==> config.mk <==
export PLATFORM = sky130hd
export DESIGN_NAME = polar_aim_with_zero_reference_top
export DESIGN_NICKNAME = d
export VERILOG_FILES = /design/src/hw/rtl/pawzr_pkg.sv /design/src/hw/rtl/pawzr_ctrl.sv /design/src/hw/rtl/pawzr_dp.sv /design/src/hw/rtl/polar_aim_with_zero_reference_top.sv
export SDC_FILE = /design/constraint.sdc
export NUM_CORES = 2
export LEC_CHECK = 0
export ABC_AREA = 1
export BUFFER_PORTS_ARGS = -buffer_cell sky130_fd_sc_hd__buf_4
export CAP_MARGIN = 25
export CORE_UTILIZATION = 65
export CTS_CLUSTER_SIZE = 25
export DETAILED_ROUTE_END_ITERATION = 10
export PLACE_DENSITY = 0.85
export SLEW_MARGIN = 20
export SYNTH_ARGS = -nofsm -noshare
export SYNTH_HDL_FRONTEND = slang
export SYNTH_SLANG_ARGS = --single-unit
==> constraint.sdc <==
create_clock -name i_clk -period 8.17 [get_ports i_clk]
set_input_delay 1.634 -clock i_clk [delete_from_list [all_inputs] [get_ports i_clk]]
set_output_delay 1.634 -clock i_clk [all_outputs]
set_load 0.03 [all_outputs]
==> src/hw/rtl/pawzr_pkg.sv <==
`default_nettype none

package pawzr_pkg;

    // Input command codes carried on the slave tuser.
    typedef enum logic [1:0] {
        CMD_PLATFORM = 2'd0,
        CMD_SLIDE    = 2'd1,
        CMD_QUERY    = 2'd2
    } t_command;

    // Configuration register indexes.
    localparam int CFG_IDX_W = 2;
    localparam logic [CFG_IDX_W-1:0] CFG_CENTER_X = 2'd0;
    localparam logic [CFG_IDX_W-1:0] CFG_CENTER_Y = 2'd1;

    localparam int COORD_W   = 10;
    localparam int POS_W     = 32;
    localparam int ROT_W     = 32;
    localparam logic [COORD_W-1:0] CENTER_RESET = 10'd512;

    // Radius square root: radicand is (nx^2 + ny^2) << 32, below 2^54.
    localparam int SQ_W       = 54;
    localparam int SQRT_STEPS = 27;
    localparam int RADIUS_W   = 28;
    localparam int CNT_W      = $clog2(SQRT_STEPS);

    // CORDIC datapath widths.
    localparam int ATAN_DEPTH = 24;
    localparam int CORDIC_DEFAULT = 16;
    localparam int XY_W  = 30;
    localparam int Z_W   = 34;
    localparam int ANG_W = 21;
    localparam logic signed [Z_W-1:0] HALF_PI_Q30 = 34'sd1686629713;
    localparam logic signed [Z_W-1:0] ANG_ROUND   = 34'sd8192;

    // Rounded divide by ten, eight quotient bits per cycle over five steps.
    localparam int DIV_BITS  = 8;
    localparam int DIV_STEPS = 5;
    localparam int DIV_W     = DIV_BITS * DIV_STEPS;
    localparam int NUM_W     = 34;
    // Numerator bias 5 + 10 * 2^29 keeps the dividend positive.
    localparam logic signed [35:0] NUM_BIAS   = 36'sd5368709125;
    localparam logic signed [32:0] SLIDE_BIAS = 33'sd536870912;
    // Slide bias minus 1.57 in Q16.16 (102892).
    localparam logic signed [32:0] DROP_BIAS  = 33'sd536768020;

    typedef enum logic [2:0] {
        S_IDLE,
        S_INIT,
        S_ITER,
        S_ROUND,
        S_DIFF,
        S_DIV,
        S_DONE
    } t_state;

    typedef struct packed {
        logic             upd_plat;
        logic             upd_slide;
        logic             load_query;
        logic             init;
        logic             step;
        logic             round_res;
        logic             diff;
        logic             div_step;
        logic             load_out;
        logic [CNT_W-1:0] idx;
    } t_dp_cmd;

    function automatic logic signed [31:0] f_sat32(input logic signed [32:0] v);
        logic signed [31:0] r;
        if (v[32] != v[31]) begin
            r = v[32] ? 32'sh8000_0000 : 32'sh7FFF_FFFF;
        end else begin
            r = v[31:0];
        end
        return r;
    endfunction

    // floor(atan(2^-i) * 2^30)
    function automatic logic [31:0] f_atan_q30(input logic [CNT_W-1:0] i);
        logic [31:0] r;
        case (i)
            5'd0:    r = 32'h3243F6A8;
            5'd1:    r = 32'h1DAC6705;
            5'd2:    r = 32'h0FADBAFC;
            5'd3:    r = 32'h07F56EA6;
            5'd4:    r = 32'h03FEAB76;
            5'd5:    r = 32'h01FFD55B;
            5'd6:    r = 32'h00FFFAAA;
            5'd7:    r = 32'h007FFF55;
            5'd8:    r = 32'h003FFFEA;
            5'd9:    r = 32'h001FFFFD;
            5'd10:   r = 32'h000FFFFF;
            5'd11:   r = 32'h0007FFFF;
            5'd12:   r = 32'h0003FFFF;
            5'd13:   r = 32'h0001FFFF;
            5'd14:   r = 32'h0000FFFF;
            5'd15:   r = 32'h00007FFF;
            5'd16:   r = 32'h00003FFF;
            5'd17:   r = 32'h00001FFF;
            5'd18:   r = 32'h00000FFF;
            5'd19:   r = 32'h000007FF;
            5'd20:   r = 32'h000003FF;
            5'd21:   r = 32'h000001FF;
            5'd22:   r = 32'h000000FF;
            5'd23:   r = 32'h0000007F;
            default: r = 32'h00000000;
        endcase
        return r;
    endfunction

endpackage

`default_nettype wire

==> src/hw/rtl/pawzr_ctrl.sv <==
`default_nettype none

module pawzr_ctrl
    import pawzr_pkg::*;
(
    input  wire logic    i_clk,
    input  wire logic    i_rst_n,
    input  wire logic    i_s_tvalid,
    input  wire logic [1:0] i_command,
    output logic         o_s_tready,
    output logic         o_m_tvalid,
    input  wire logic    i_m_tready,
    output t_dp_cmd      o_cmd
);

    t_state           r_state, n_state;
    logic [CNT_W-1:0] r_cnt, n_cnt;
    logic             r_out_valid, n_out_valid;
    logic             w_accept;

    assign o_s_tready = (r_state == S_IDLE);
    assign o_m_tvalid = r_out_valid;
    assign w_accept   = i_s_tvalid && o_s_tready;

    always_ff @(posedge i_clk) begin
        if (!i_rst_n) begin
            r_state     <= S_IDLE;
            r_cnt       <= '0;
            r_out_valid <= 1'b0;
        end else begin
            r_state     <= n_state;
            r_cnt       <= n_cnt;
            r_out_valid <= n_out_valid;
        end
    end

    always_comb begin
        n_state = r_state;
        n_cnt   = r_cnt;
        o_cmd   = '0;
        o_cmd.idx = r_cnt;
        case (r_state)
            S_IDLE: begin
                if (w_accept) begin
                    case (i_command)
                        CMD_PLATFORM: o_cmd.upd_plat = 1'b1;
                        CMD_SLIDE:    o_cmd.upd_slide = 1'b1;
                        CMD_QUERY: begin
                            o_cmd.load_query = 1'b1;
                            n_state = S_INIT;
                        end
                        default: ;
                    endcase
                end
            end
            S_INIT: begin
                o_cmd.init = 1'b1;
                n_cnt   = '0;
                n_state = S_ITER;
            end
            S_ITER: begin
                o_cmd.step = 1'b1;
                if (r_cnt == CNT_W'(SQRT_STEPS - 1)) begin
                    n_state = S_ROUND;
                end else begin
                    n_cnt = r_cnt + 1'b1;
                end
            end
            S_ROUND: begin
                o_cmd.round_res = 1'b1;
                n_state = S_DIFF;
            end
            S_DIFF: begin
                o_cmd.diff = 1'b1;
                n_cnt   = '0;
                n_state = S_DIV;
            end
            S_DIV: begin
                o_cmd.div_step = 1'b1;
                if (r_cnt == CNT_W'(DIV_STEPS - 1)) begin
                    n_state = S_DONE;
                end else begin
                    n_cnt = r_cnt + 1'b1;
                end
            end
            S_DONE: begin
                // Wait here only while the previous result has not been taken.
                if (!r_out_valid || i_m_tready) begin
                    o_cmd.load_out = 1'b1;
                    n_state = S_IDLE;
                end
            end
            default: n_state = S_IDLE;
        endcase
    end

    always_comb begin
        if (o_cmd.load_out) begin
            n_out_valid = 1'b1;
        end else if (i_m_tready) begin
            n_out_valid = 1'b0;
        end else begin
            n_out_valid = r_out_valid;
        end
    end

`ifndef SYNTHESIS
    a_one_cmd: assert property (@(posedge i_clk) disable iff (!i_rst_n)
        $onehot0({o_cmd.upd_plat, o_cmd.upd_slide, o_cmd.load_query, o_cmd.init,
                  o_cmd.step, o_cmd.round_res, o_cmd.diff, o_cmd.div_step,
                  o_cmd.load_out}))
        else $error("more than one datapath command at once");

    a_query_starts: assert property (@(posedge i_clk) disable iff (!i_rst_n)
        (i_s_tvalid && o_s_tready && i_command == CMD_QUERY) |=> (r_state == S_INIT))
        else $error("accepted query did not start the datapath");

    a_div_start: assert property (@(posedge i_clk) disable iff (!i_rst_n)
        (r_state == S_DIFF) |=> (r_state == S_DIV && r_cnt == '0))
        else $error("divider did not start from step zero");

    a_no_overwrite: assert property (@(posedge i_clk) disable iff (!i_rst_n)
        (r_out_valid && !i_m_tready) |-> !o_cmd.load_out)
        else $error("pending result overwritten");
`endif

endmodule

`default_nettype wire

==> src/hw/rtl/pawzr_dp.sv <==
`default_nettype none

module pawzr_dp
    import pawzr_pkg::*;
#(
    parameter int CORDIC_ITERATIONS = CORDIC_DEFAULT
) (
    input  wire logic                 i_clk,
    input  wire logic                 i_rst_n,
    input  wire t_dp_cmd              i_cmd,
    input  wire logic signed [POS_W-1:0] i_position,
    input  wire logic [COORD_W-1:0]   i_target_x,
    input  wire logic [COORD_W-1:0]   i_target_y,
    input  wire logic                 i_cfg_we,
    input  wire logic [CFG_IDX_W-1:0] i_cfg_index,
    input  wire logic [COORD_W-1:0]   i_cfg_data,
    output logic signed [ROT_W-1:0]   o_platform_rotation,
    output logic signed [ROT_W-1:0]   o_color_slide_rotation,
    output logic signed [ROT_W-1:0]   o_drop_slide_rotation
);

    localparam int CORDIC_N = (CORDIC_ITERATIONS > ATAN_DEPTH) ? ATAN_DEPTH
                                                               : CORDIC_ITERATIONS;
    localparam logic [SQ_W-1:0] BIT_INIT = {2'b01, {(SQ_W-2){1'b0}}};

    // Configuration and axis state.
    logic [COORD_W-1:0]      r_center_x, r_center_y;
    logic signed [POS_W-1:0] r_plat_ref, r_plat_off, r_slide_ref, r_slide_off;

    // Query working registers.
    logic signed [COORD_W:0] r_nx, r_ny;
    logic [SQ_W-1:0]         r_rem, r_res, r_bit;
    logic signed [XY_W-1:0]  r_x, r_y;
    logic signed [Z_W-1:0]   r_z;
    logic                    r_zero;
    logic [RADIUS_W-1:0]     r_radius;
    logic signed [ANG_W-1:0] r_angle;
    logic signed [ROT_W-1:0] r_plat;
    logic [DIV_W-1:0]        r_dq;
    logic [3:0]              r_rdiv;

    logic signed [21:0]      w_sqx, w_sqy;
    logic [21:0]             w_r2;
    logic signed [XY_W-1:0]  w_x0, w_y0;
    logic [SQ_W-1:0]         w_trial;
    logic                    w_take;
    logic signed [XY_W-1:0]  w_xs, w_ys;
    logic signed [Z_W-1:0]   w_atan, w_zr, w_ang;
    logic                    w_cordic_en;
    logic signed [35:0]      w_d, w_num;
    logic signed [32:0]      w_pd, w_q, w_slide, w_drop;
    logic signed [32:0]      w_plat_diff, w_slide_diff;
    logic [DIV_BITS-1:0]     w_qbits;
    logic [3:0]              w_rdiv;

    // Center config registers and the two zero-reference axes.
    assign w_plat_diff  = {i_position[POS_W-1], i_position} - {r_plat_ref[POS_W-1], r_plat_ref};
    assign w_slide_diff = {i_position[POS_W-1], i_position}
                        - {r_slide_ref[POS_W-1], r_slide_ref};

    always_ff @(posedge i_clk) begin
        if (!i_rst_n) begin
            r_center_x  <= CENTER_RESET;
            r_center_y  <= CENTER_RESET;
            r_plat_ref  <= '0;
            r_plat_off  <= '0;
            r_slide_ref <= '0;
            r_slide_off <= '0;
        end else begin
            if (i_cfg_we) begin
                case (i_cfg_index)
                    CFG_CENTER_X: r_center_x <= i_cfg_data;
                    CFG_CENTER_Y: r_center_y <= i_cfg_data;
                    default: ;
                endcase
            end
            // A reference of zero latches the reading, whose offset is then zero.
            if (i_cmd.upd_plat) begin
                if (r_plat_ref == '0) begin
                    r_plat_ref <= i_position;
                    r_plat_off <= '0;
                end else begin
                    r_plat_off <= f_sat32(w_plat_diff);
                end
            end
            if (i_cmd.upd_slide) begin
                if (r_slide_ref == '0) begin
                    r_slide_ref <= i_position;
                    r_slide_off <= '0;
                end else begin
                    r_slide_off <= f_sat32(w_slide_diff);
                end
            end
        end
    end

    // Setup arithmetic.
    assign w_sqx = r_nx * r_nx;
    assign w_sqy = r_ny * r_ny;
    assign w_r2  = $unsigned(w_sqx) + $unsigned(w_sqy);
    assign w_x0  = {{(XY_W-COORD_W-17){r_nx[COORD_W]}}, r_nx, 16'd0};
    assign w_y0  = {{(XY_W-COORD_W-17){r_ny[COORD_W]}}, r_ny, 16'd0};

    // One square root digit per iteration; a CORDIC rotation only while idx < CORDIC_N.
    assign w_trial     = r_res + r_bit;
    assign w_take      = (r_rem >= w_trial);
    assign w_xs        = r_x >>> i_cmd.idx;
    assign w_ys        = r_y >>> i_cmd.idx;
    assign w_atan      = $signed({2'b00, f_atan_q30(i_cmd.idx)});
    assign w_cordic_en = (int'(i_cmd.idx) < CORDIC_N);

    assign w_zr  = r_z + ANG_ROUND;
    assign w_ang = w_zr >>> 14;

    assign w_d   = $signed({8'd0, r_radius}) - $signed({{4{r_slide_off[POS_W-1]}}, r_slide_off});
    assign w_num = $signed({w_d[34:0], 1'b0}) + NUM_BIAS;
    assign w_pd  = $signed({{(33-ANG_W){r_angle[ANG_W-1]}}, r_angle})
                 - $signed({r_plat_off[POS_W-1], r_plat_off});

    // Eight restoring steps of the divide by ten; the remainder stays below ten.
    always_comb begin
        logic [3:0] v_rem;
        logic [4:0] v_t;
        v_rem   = r_rdiv;
        w_qbits = '0;
        for (int k = DIV_BITS - 1; k >= 0; k--) begin
            v_t = {v_rem, r_dq[DIV_W-DIV_BITS+k]};
            if (v_t >= 5'd10) begin
                v_rem      = 4'(v_t - 5'd10);
                w_qbits[k] = 1'b1;
            end else begin
                v_rem      = v_t[3:0];
                w_qbits[k] = 1'b0;
            end
        end
        w_rdiv = v_rem;
    end

    assign w_q     = $signed({1'b0, r_dq[31:0]});
    assign w_slide = w_q - SLIDE_BIAS;
    assign w_drop  = w_q - DROP_BIAS;

    always_ff @(posedge i_clk) begin
        if (i_cmd.load_query) begin
            r_nx <= $signed({1'b0, i_target_x}) - $signed({1'b0, r_center_x});
            r_ny <= $signed({1'b0, i_target_y}) - $signed({1'b0, r_center_y});
        end
        if (i_cmd.init) begin
            r_rem  <= {w_r2, 32'd0};
            r_res  <= '0;
            r_bit  <= BIT_INIT;
            r_zero <= (r_ny == '0) && (r_nx <= 0);
            // Left half plane is first rotated by a quarter turn.
            if (r_nx < 0) begin
                if (r_ny > 0) begin
                    r_x <= w_y0;
                    r_y <= -w_x0;
                    r_z <= HALF_PI_Q30;
                end else begin
                    r_x <= -w_y0;
                    r_y <= w_x0;
                    r_z <= -HALF_PI_Q30;
                end
            end else begin
                r_x <= w_x0;
                r_y <= w_y0;
                r_z <= '0;
            end
        end
        if (i_cmd.step) begin
            if (w_take) begin
                r_rem <= r_rem - w_trial;
                r_res <= (r_res >> 1) + r_bit;
            end else begin
                r_res <= r_res >> 1;
            end
            r_bit <= r_bit >> 2;
            if (w_cordic_en) begin
                if (!r_y[XY_W-1]) begin
                    r_x <= r_x + w_ys;
                    r_y <= r_y - w_xs;
                    r_z <= r_z + w_atan;
                end else begin
                    r_x <= r_x - w_ys;
                    r_y <= r_y + w_xs;
                    r_z <= r_z - w_atan;
                end
            end
        end
        if (i_cmd.round_res) begin
            r_radius <= (r_rem > r_res) ? r_res[RADIUS_W-1:0] + 1'b1 : r_res[RADIUS_W-1:0];
            r_angle  <= r_zero ? '0 : w_ang[ANG_W-1:0];
        end
        if (i_cmd.diff) begin
            r_dq   <= {{(DIV_W-NUM_W){1'b0}}, w_num[NUM_W-1:0]};
            r_rdiv <= '0;
            r_plat <= f_sat32(w_pd);
        end
        if (i_cmd.div_step) begin
            r_dq   <= {r_dq[DIV_W-DIV_BITS-1:0], w_qbits};
            r_rdiv <= w_rdiv;
        end
        if (i_cmd.load_out) begin
            o_platform_rotation    <= r_plat;
            o_color_slide_rotation <= f_sat32(w_slide);
            o_drop_slide_rotation  <= f_sat32(w_drop);
        end
    end

endmodule

`default_nettype wire

==> src/hw/rtl/polar_aim_with_zero_reference_top.sv <==
`default_nettype none

// Polar aim block with latched zero references.
// Slave stream: tuser is the command (0 platform update, 1 slide update,
// 2 aim query, 3 ignored); tdata carries the motor position and target point.
// An update transfer produces no result; the first nonzero position seen on an
// axis becomes its zero reference.
// A query transfer produces one master transfer holding the platform, color
// slide and drop slide rotations, signed Q16.16 and saturated.
// After a query transfer the block runs setup, 27 steps of the shared square
// root / CORDIC iteration loop (set by the one-bit-per-step radius root),
// rounding, offset subtract and five divide-by-ten steps, then loads the output.
// The block works on one query at a time and takes no new transfer until it is
// done; updates are taken every cycle while no query is in flight.
// A finished result sits in the output register; if the receiver stalls, the
// block keeps taking updates and stops only when a second result is ready.
// Configuration writes (center x, center y) are always ready; the user must issue
// them while the block is idle, as the block itself does not enforce this.
// Reset (synchronous, active low) sets both centers to 512, clears references
// and offsets, and drops any pending result.

module polar_aim_with_zero_reference_top
    import pawzr_pkg::*;
#(
    parameter int CORDIC_ITERATIONS = CORDIC_DEFAULT
) (
    input  wire logic                 i_clk,
    input  wire logic                 i_rst_n,
    input  wire logic                 s_axis_tvalid,
    output logic                      s_axis_tready,
    // [31:0] motor_position, [41:32] target_x, [51:42] target_y, [55:52] zero
    input  wire logic [55:0]          s_axis_tdata,
    // [1:0] command
    input  wire logic [1:0]           s_axis_tuser,
    output logic                      m_axis_tvalid,
    input  wire logic                 m_axis_tready,
    // [31:0] platform_rotation, [63:32] color_slide_rotation,
    // [95:64] drop_slide_rotation
    output logic [95:0]               m_axis_tdata,
    input  wire logic                 i_cfg_valid,
    output logic                      o_cfg_ready,
    input  wire logic [CFG_IDX_W-1:0] i_cfg_index,
    input  wire logic [COORD_W-1:0]   i_cfg_data
);

    t_dp_cmd                 w_cmd;
    logic signed [ROT_W-1:0] w_plat, w_color, w_drop;

    assign o_cfg_ready  = 1'b1;
    assign m_axis_tdata = {w_drop, w_color, w_plat};

    pawzr_ctrl u_ctrl (
        .i_clk      (i_clk),
        .i_rst_n    (i_rst_n),
        .i_s_tvalid (s_axis_tvalid),
        .i_command  (s_axis_tuser),
        .o_s_tready (s_axis_tready),
        .o_m_tvalid (m_axis_tvalid),
        .i_m_tready (m_axis_tready),
        .o_cmd      (w_cmd)
    );

    pawzr_dp #(
        .CORDIC_ITERATIONS (CORDIC_ITERATIONS)
    ) u_dp (
        .i_clk                  (i_clk),
        .i_rst_n                (i_rst_n),
        .i_cmd                  (w_cmd),
        .i_position             ($signed(s_axis_tdata[31:0])),
        .i_target_x             (s_axis_tdata[41:32]),
        .i_target_y             (s_axis_tdata[51:42]),
        .i_cfg_we               (i_cfg_valid && o_cfg_ready),
        .i_cfg_index            (i_cfg_index),
        .i_cfg_data             (i_cfg_data),
        .o_platform_rotation    (w_plat),
        .o_color_slide_rotation (w_color),
        .o_drop_slide_rotation  (w_drop)
    );

endmodule

`default_nettype wire

[Word-level counts from Yosys, hierarchy flattened]
Memories as Yosys holds them, arrays and structs flattened. A register that Yosys moved wholly into a read port is not among the register bits.
Index checks and enable logic that the tools add are counted.
Widths: inputs -> output; s select.
Word-level totals
  output and inout bits: 99
  memories: 1
  ROM bits: 960
  logic and storage cells: 206
  register bits after elaboration: 629
Cells by class
  mux-type cells: 84
  multipliers: 2
  add/subtract/negate cells: 32
  equality and inequality tests: 23
  reductions and logical operators: 21
  shifts and indexed selects: 2
  magnitude comparators: 14
Memories
  (no name shown): words 32, bits a word 30, read ports 1, clocked after Yosys merged registers in 1, wr ports 0, line pawzr_pkg.sv:84  | case (i)
Operators with widths (number)
  $mux 32: 12
  $mux 30: 12
  $mux 54: 6
  $mux 34: 6
  $mux 51: 2
  $mux 40: 2
  $sub 32x32->33: 2
  $logic_not 32->1: 2
  $add 30x30->30: 2
  $neg 27->30: 2
  $sshr 30x5->30: 2
  $sub 30x30->30: 2
  $add 53x53->54: 1
  $add 54x53->54: 1
  $ge 54x54->1: 1
  $gt 54x54->1: 1
  $sub 54x54->54: 1
  $mul 11x11->22: 2
  $ge 5x4->1 const B: 8
  $mux 4: 10
  $add 34x15->34 const B: 1
  $add 34x33->34: 1
  $add 34x34->34 const B: 1
  $sub 34x33->34: 1
  other kinds (41): 97

[Logic depth before layout (Yosys ltp)]
  depth after elaboration: 17
  depth in mapped cells: 62
  mapped depth without buffers: 62

[Modules after synthesis]
From an unflattened synthesis, not the netlist that was laid out.
Unflattened totals
  cell total of the unflattened synthesis: 7630
  area total of the unflattened synthesis: 57978.1 µm²
By module, submodules not included
  pawzr_dp: cells each 7511, area each 57229.9 µm², times used 1
  pawzr_ctrl: cells each 117, area each 737.0 µm², times used 1
  polar_aim_with_zero_reference_top: cells each 2, area each 11.3 µm², times used 1

[Least setup slack after synthesis]
No wires, ideal clock.
  path type: reg-to-reg
  from: register u_dp.r_nx[10]
  to: register u_dp.r_rem[53]
  cell stages (with the launch flop): 35
  buffers on the path: 3
  data arrival time: 7.153 ns
  library setup time: 0.074 ns
  setup slack: 0.943 ns
  clock period less this slack: 7.227 ns
  path through: edfxtp_1 -> clkbuf_1 -> inv_1 -> clkbuf_1 -> clkbuf_1 -> nor2_1 -> fa_1 -> inv_1 -> fa_1 -> fa_1 -> fa_1 -> fa_1 -> inv_1 -> fa_1 -> fa_1 -> ha_1 -> a21oi_1 -> nand2_1 -> and2_1 -> o21a_1 -> nor2_1 -> o21ai_0 -> nand2_1 -> inv_1 -> or2_2 -> a21oi_1 -> nor2_1 -> nor2_1 -> o21bai_1 -> nand2_1 -> nand2_1 -> a21oi_1 -> xor2_1 -> nand2_1 -> a31oi_1
Between the ends
  word-level cells in the longest chain between the ends: 5
Ends and longest elaborated chain
  from (decl): line pawzr_dp.sv:31  | logic signed [COORD_W:0] r_nx, r_ny;
  from (signal assigned): line pawzr_dp.sv:145  | r_nx <= $signed({1'b0, i_target_x}) - $signed({1'b0, r_center_x});
  $mul 11x11->22 *: line pawzr_dp.sv:98  | assign w_sqx = r_nx * r_nx;
  $add 22x22->22 *: line pawzr_dp.sv:100  | assign w_r2 = $unsigned(w_sqx) + $unsigned(w_sqy);
  $mux 54 *: line pawzr_dp.sv:148  | if (i_cmd.init) begin
  $mux 54: line pawzr_dp.sv:171  | if (w_take) begin
  $mux 54 *: line pawzr_dp.sv:170  | if (i_cmd.step) begin
  to (signal assigned): line pawzr_dp.sv:149  | r_rem <= {w_r2, 32'd0};
  to (signal assigned): line pawzr_dp.sv:172  | r_rem <= r_rem - w_trial;
  to (decl): line pawzr_dp.sv:32  | logic [SQ_W-1:0] r_rem, r_res, r_bit;
Mark *: on every way between the ends. The rest lies on a longest branch, timed or not.
A chain may end at the register's enable or synchronous reset.

[Worst setup path after layout]
  from: register u_dp.r_ny[10]
  to: register u_dp.r_rem[53]
Between the ends
  word-level cells in the longest chain between the ends: 5
Ends and longest elaborated chain
  from (decl): line pawzr_dp.sv:31
  from (signal assigned): line pawzr_dp.sv:146  | r_ny <= $signed({1'b0, i_target_y}) - $signed({1'b0, r_center_y});
  $mul 11x11->22 *: line pawzr_dp.sv:99  | assign w_sqy = r_ny * r_ny;
  $add 22x22->22 *: line pawzr_dp.sv:100
  $mux 54 *: line pawzr_dp.sv:148
  $mux 54: line pawzr_dp.sv:171
  $mux 54 *: line pawzr_dp.sv:170
Marked as above.

==> flow_metrics.py <==
metrics = {
    "route": {
        "drt-pass1-iter-count": 9,
        "met2WireLength_um": 74100,
        "wl_met3_um": 10700,
        "ant_nets": 0,
        "drt_iter0_markers": 4375,
        "met1_length_um": 63400,
        "avgViaCountPerCell": 5.85,
        "top_layer_used": "met4",
        "wirelength_um": 156000,
        "drc_errors": 31,
        "wire_per_inst_um": 17.5,
        "vias": 52000,
    },
    "timing": {
        "fmax_mhz": 130,
        "finalCriticalPeriod_ps": 7680,
        "max_slew_margin": 0.172,
        "setup_viol": 0,
        "holdWs_ps": 404,
        "worst_pin_slew_ps": 1230,
        "fin_crit_sh": 0.941,
        "tns_ps": 0,
        "skew_ps": 44.7,
        "rsz0062_at_grt": "false",
        "drv_slew": 0,
        "hold_viol_final": 0,
    },
    "layout": {
        "layout.nets": 8486,
        "drive_above_1_share": 0.0708,
        "multi_input_area_um2": 36100,
        "final_common_cell": "nand2_1",
        "final_cell_mix": "nand2_1, inv_1, a21oi_1",
        "area_growth_pct": 8.22,
        "num-fill-cells": 6954,
        "regArea_um2": 16400,
    },
    "run_status": {
        "violations": "design-rule violations",
        "outcome": "finished with violations",
    },
    "setup_path": {
        "cp.arrival_ps": 8240,
        "crit_path_end_kind": "register",
        "crit_required_ps": 8730,
        "cpPeakStageDelay_ps": 790,
        "ff2ff_setup_slack_ps": 490,
        "path_common_cell": "fa_1",
        "worst-setup-path-type": "register to register",
        "crit_fanout": 12,
        "crit_slowest_cell": "edfxtp_1",
        "cp-start-kind": "register",
    },
    "global_routing": {
        "grt_pass1_wl_um": 253000,
        "grt_pass1_vias": 51300,
        "grt_use_total": 0.343,
        "grt_max_degree": 94,
        "antenna_found_initial": 2,
        "grt.overflow.total": 0,
    },
    "cts": {
        "clk_path_buf_depth": 3,
        "clk_latency_ps": 670,
        "ctsResizeCount": 0,
        "h-tree-depth": 3,
        "numCtsBuffers": 75,
        "cts_sinks": 659,
        "cts_tree": "done",
        "path_clk_slew_ps": 70,
        "cts_root_buf": "clkbuf_16",
    },
    "synthesis": {
        "avgSynthCellArea_um2": 7.68,
        "synthArstFlopShare": 0,
        "synth_edf_count": 323,
        "synthFlopType": "dfxtp_1",
        "syn_nets": 8415,
        "synth-seq-cells": 659,
        "synth_cell_types": 84,
        "synth_area_um2": 58200,
        "seq_area_frac_synth": 0.282,
        "postSynthCellCount": 7579,
        "yosysWarnings": 0,
    },
    "floorplanning": {
        "io_pins": 174,
        "start_util": 0.657,
        "die_width_um": 301,
        "num_rows": 109,
        "die-area_um2": 90700,
        "die_height_um": 301,
        "core-area_um2": 88500,
    },
    "placed_design": {
        "dp_hpwl_um": 120000,
        "portBuffers": 168,
        "place_congestion": 0.951,
    },
    "run": {
        "max_cap_violations": 0,
    },
    "hold_path": {
        "worstHoldPathType": "register to register",
    },
}
sequential cells by signal, indices dropped and copies added (netlist names), 20 cells and up:
signal,cells
u_dp.r_rem,54
u_dp.r_res,54
u_dp.r_dq,40
u_dp.r_z,34
u_dp.o_color_slide_rotation,32
u_dp.o_drop_slide_rotation,32
u_dp.o_platform_rotation,32
u_dp.r_plat,32
u_dp.r_plat_off,32
u_dp.r_plat_ref,32
u_dp.r_slide_off,32
u_dp.r_slide_ref,32
u_dp.r_x,30
u_dp.r_y,30
u_dp.w_atan,30
u_dp.r_radius,28
u_dp.r_bit,27
u_dp.r_angle,20
metrics by stage:
step	cells	setup WS (ps)	util	area (um^2)
detailed placement	8731	577	0.682	60400
finish	8876	485	0.712	63000
global placement	8731	720	0.682	60400
floorplan	7579	943	-	58200
CTS	8868	513	0.711	62900
global route	8876	62.8	0.712	63000
worst max-delay path, delay by kind of cell, from the launching register on:
family	cells	cell delay, ps
xor+xnor	1	170
buf+inv	5	540
flops	1	790
simple gates	10	1280
fa+ha+maj	8	3910
compound gates	6	890
layer usage:
metal,track usage,vias to the layer above
li1,-,25200
met1,0.427,24500
met2,0.587,1892
met3,0.0481,425
met4,0.158,0
met5,0,-
cell usage after synthesis (all sizes together) (64+ instances only):
master	number	share of area
nor2	470	0.031
fa	248	0.085
nor3	103	0.0097
clkbuf	175	0.011
ha	513	0.11
xor2	324	0.049
edfxtp	323	0.17
xnor2	185	0.028
inv	1243	0.080
buf	64	0.0065
dfxtp	336	0.12
o21ai	729	0.064
a21oi	720	0.062
nand3	269	0.026
nand2	1386	0.092
path summary, 6_finish.rpt:
check                           cells after the start                       from                                      to
worst max-delay path                               30    u_dp.r_ny[10]$_DFFE_PP_                  u_dp.r_rem[53]$_DFF_P_
worst min-delay path                                0  u_dp.r_plat[11]$_DFFE_PP_  u_dp.o_platform_rotation[11]$_DFFE_PP_
worst max register to register                     30    u_dp.r_ny[10]$_DFFE_PP_                  u_dp.r_rem[53]$_DFF_P_
worst min register to register                      0  u_dp.r_plat[11]$_DFFE_PP_  u_dp.o_platform_rotation[11]$_DFFE_PP_
area by class of cell:
class	count	area share
multi-input cells	5423	0.573
flip-flops and latches	659	0.261
inverters	1258	0.0753
clock buffers	89	0.0311
repair buffers	233	0.0283
well taps	1165	0.0231
clock inverters	48	0.00852
diodes	1	0.0000397
repair_timing:
item / 4_1_cts / 5_1_grt
hold buffers: 0 / 0
buffers inserted: 0 / 4
endpoints found under the setup margin: 0 / 1
hold endpoints to repair: 0 / 0
logic make-up after synthesis:
kind of cell,share of synthesized area
and+or+nand+nor,0.174
AOI/OAI and AO/OA,0.166
buffers and inverters,0.0993
xor gates and xnor gates,0.0767
adders and majority gates,0.196
other,0.0000644
muxes,0.00619
DFF,0.282
Power is left out: the tool's default activity adds up to more than one toggle a clock period on the data nets, which glitch-free logic cannot reach.
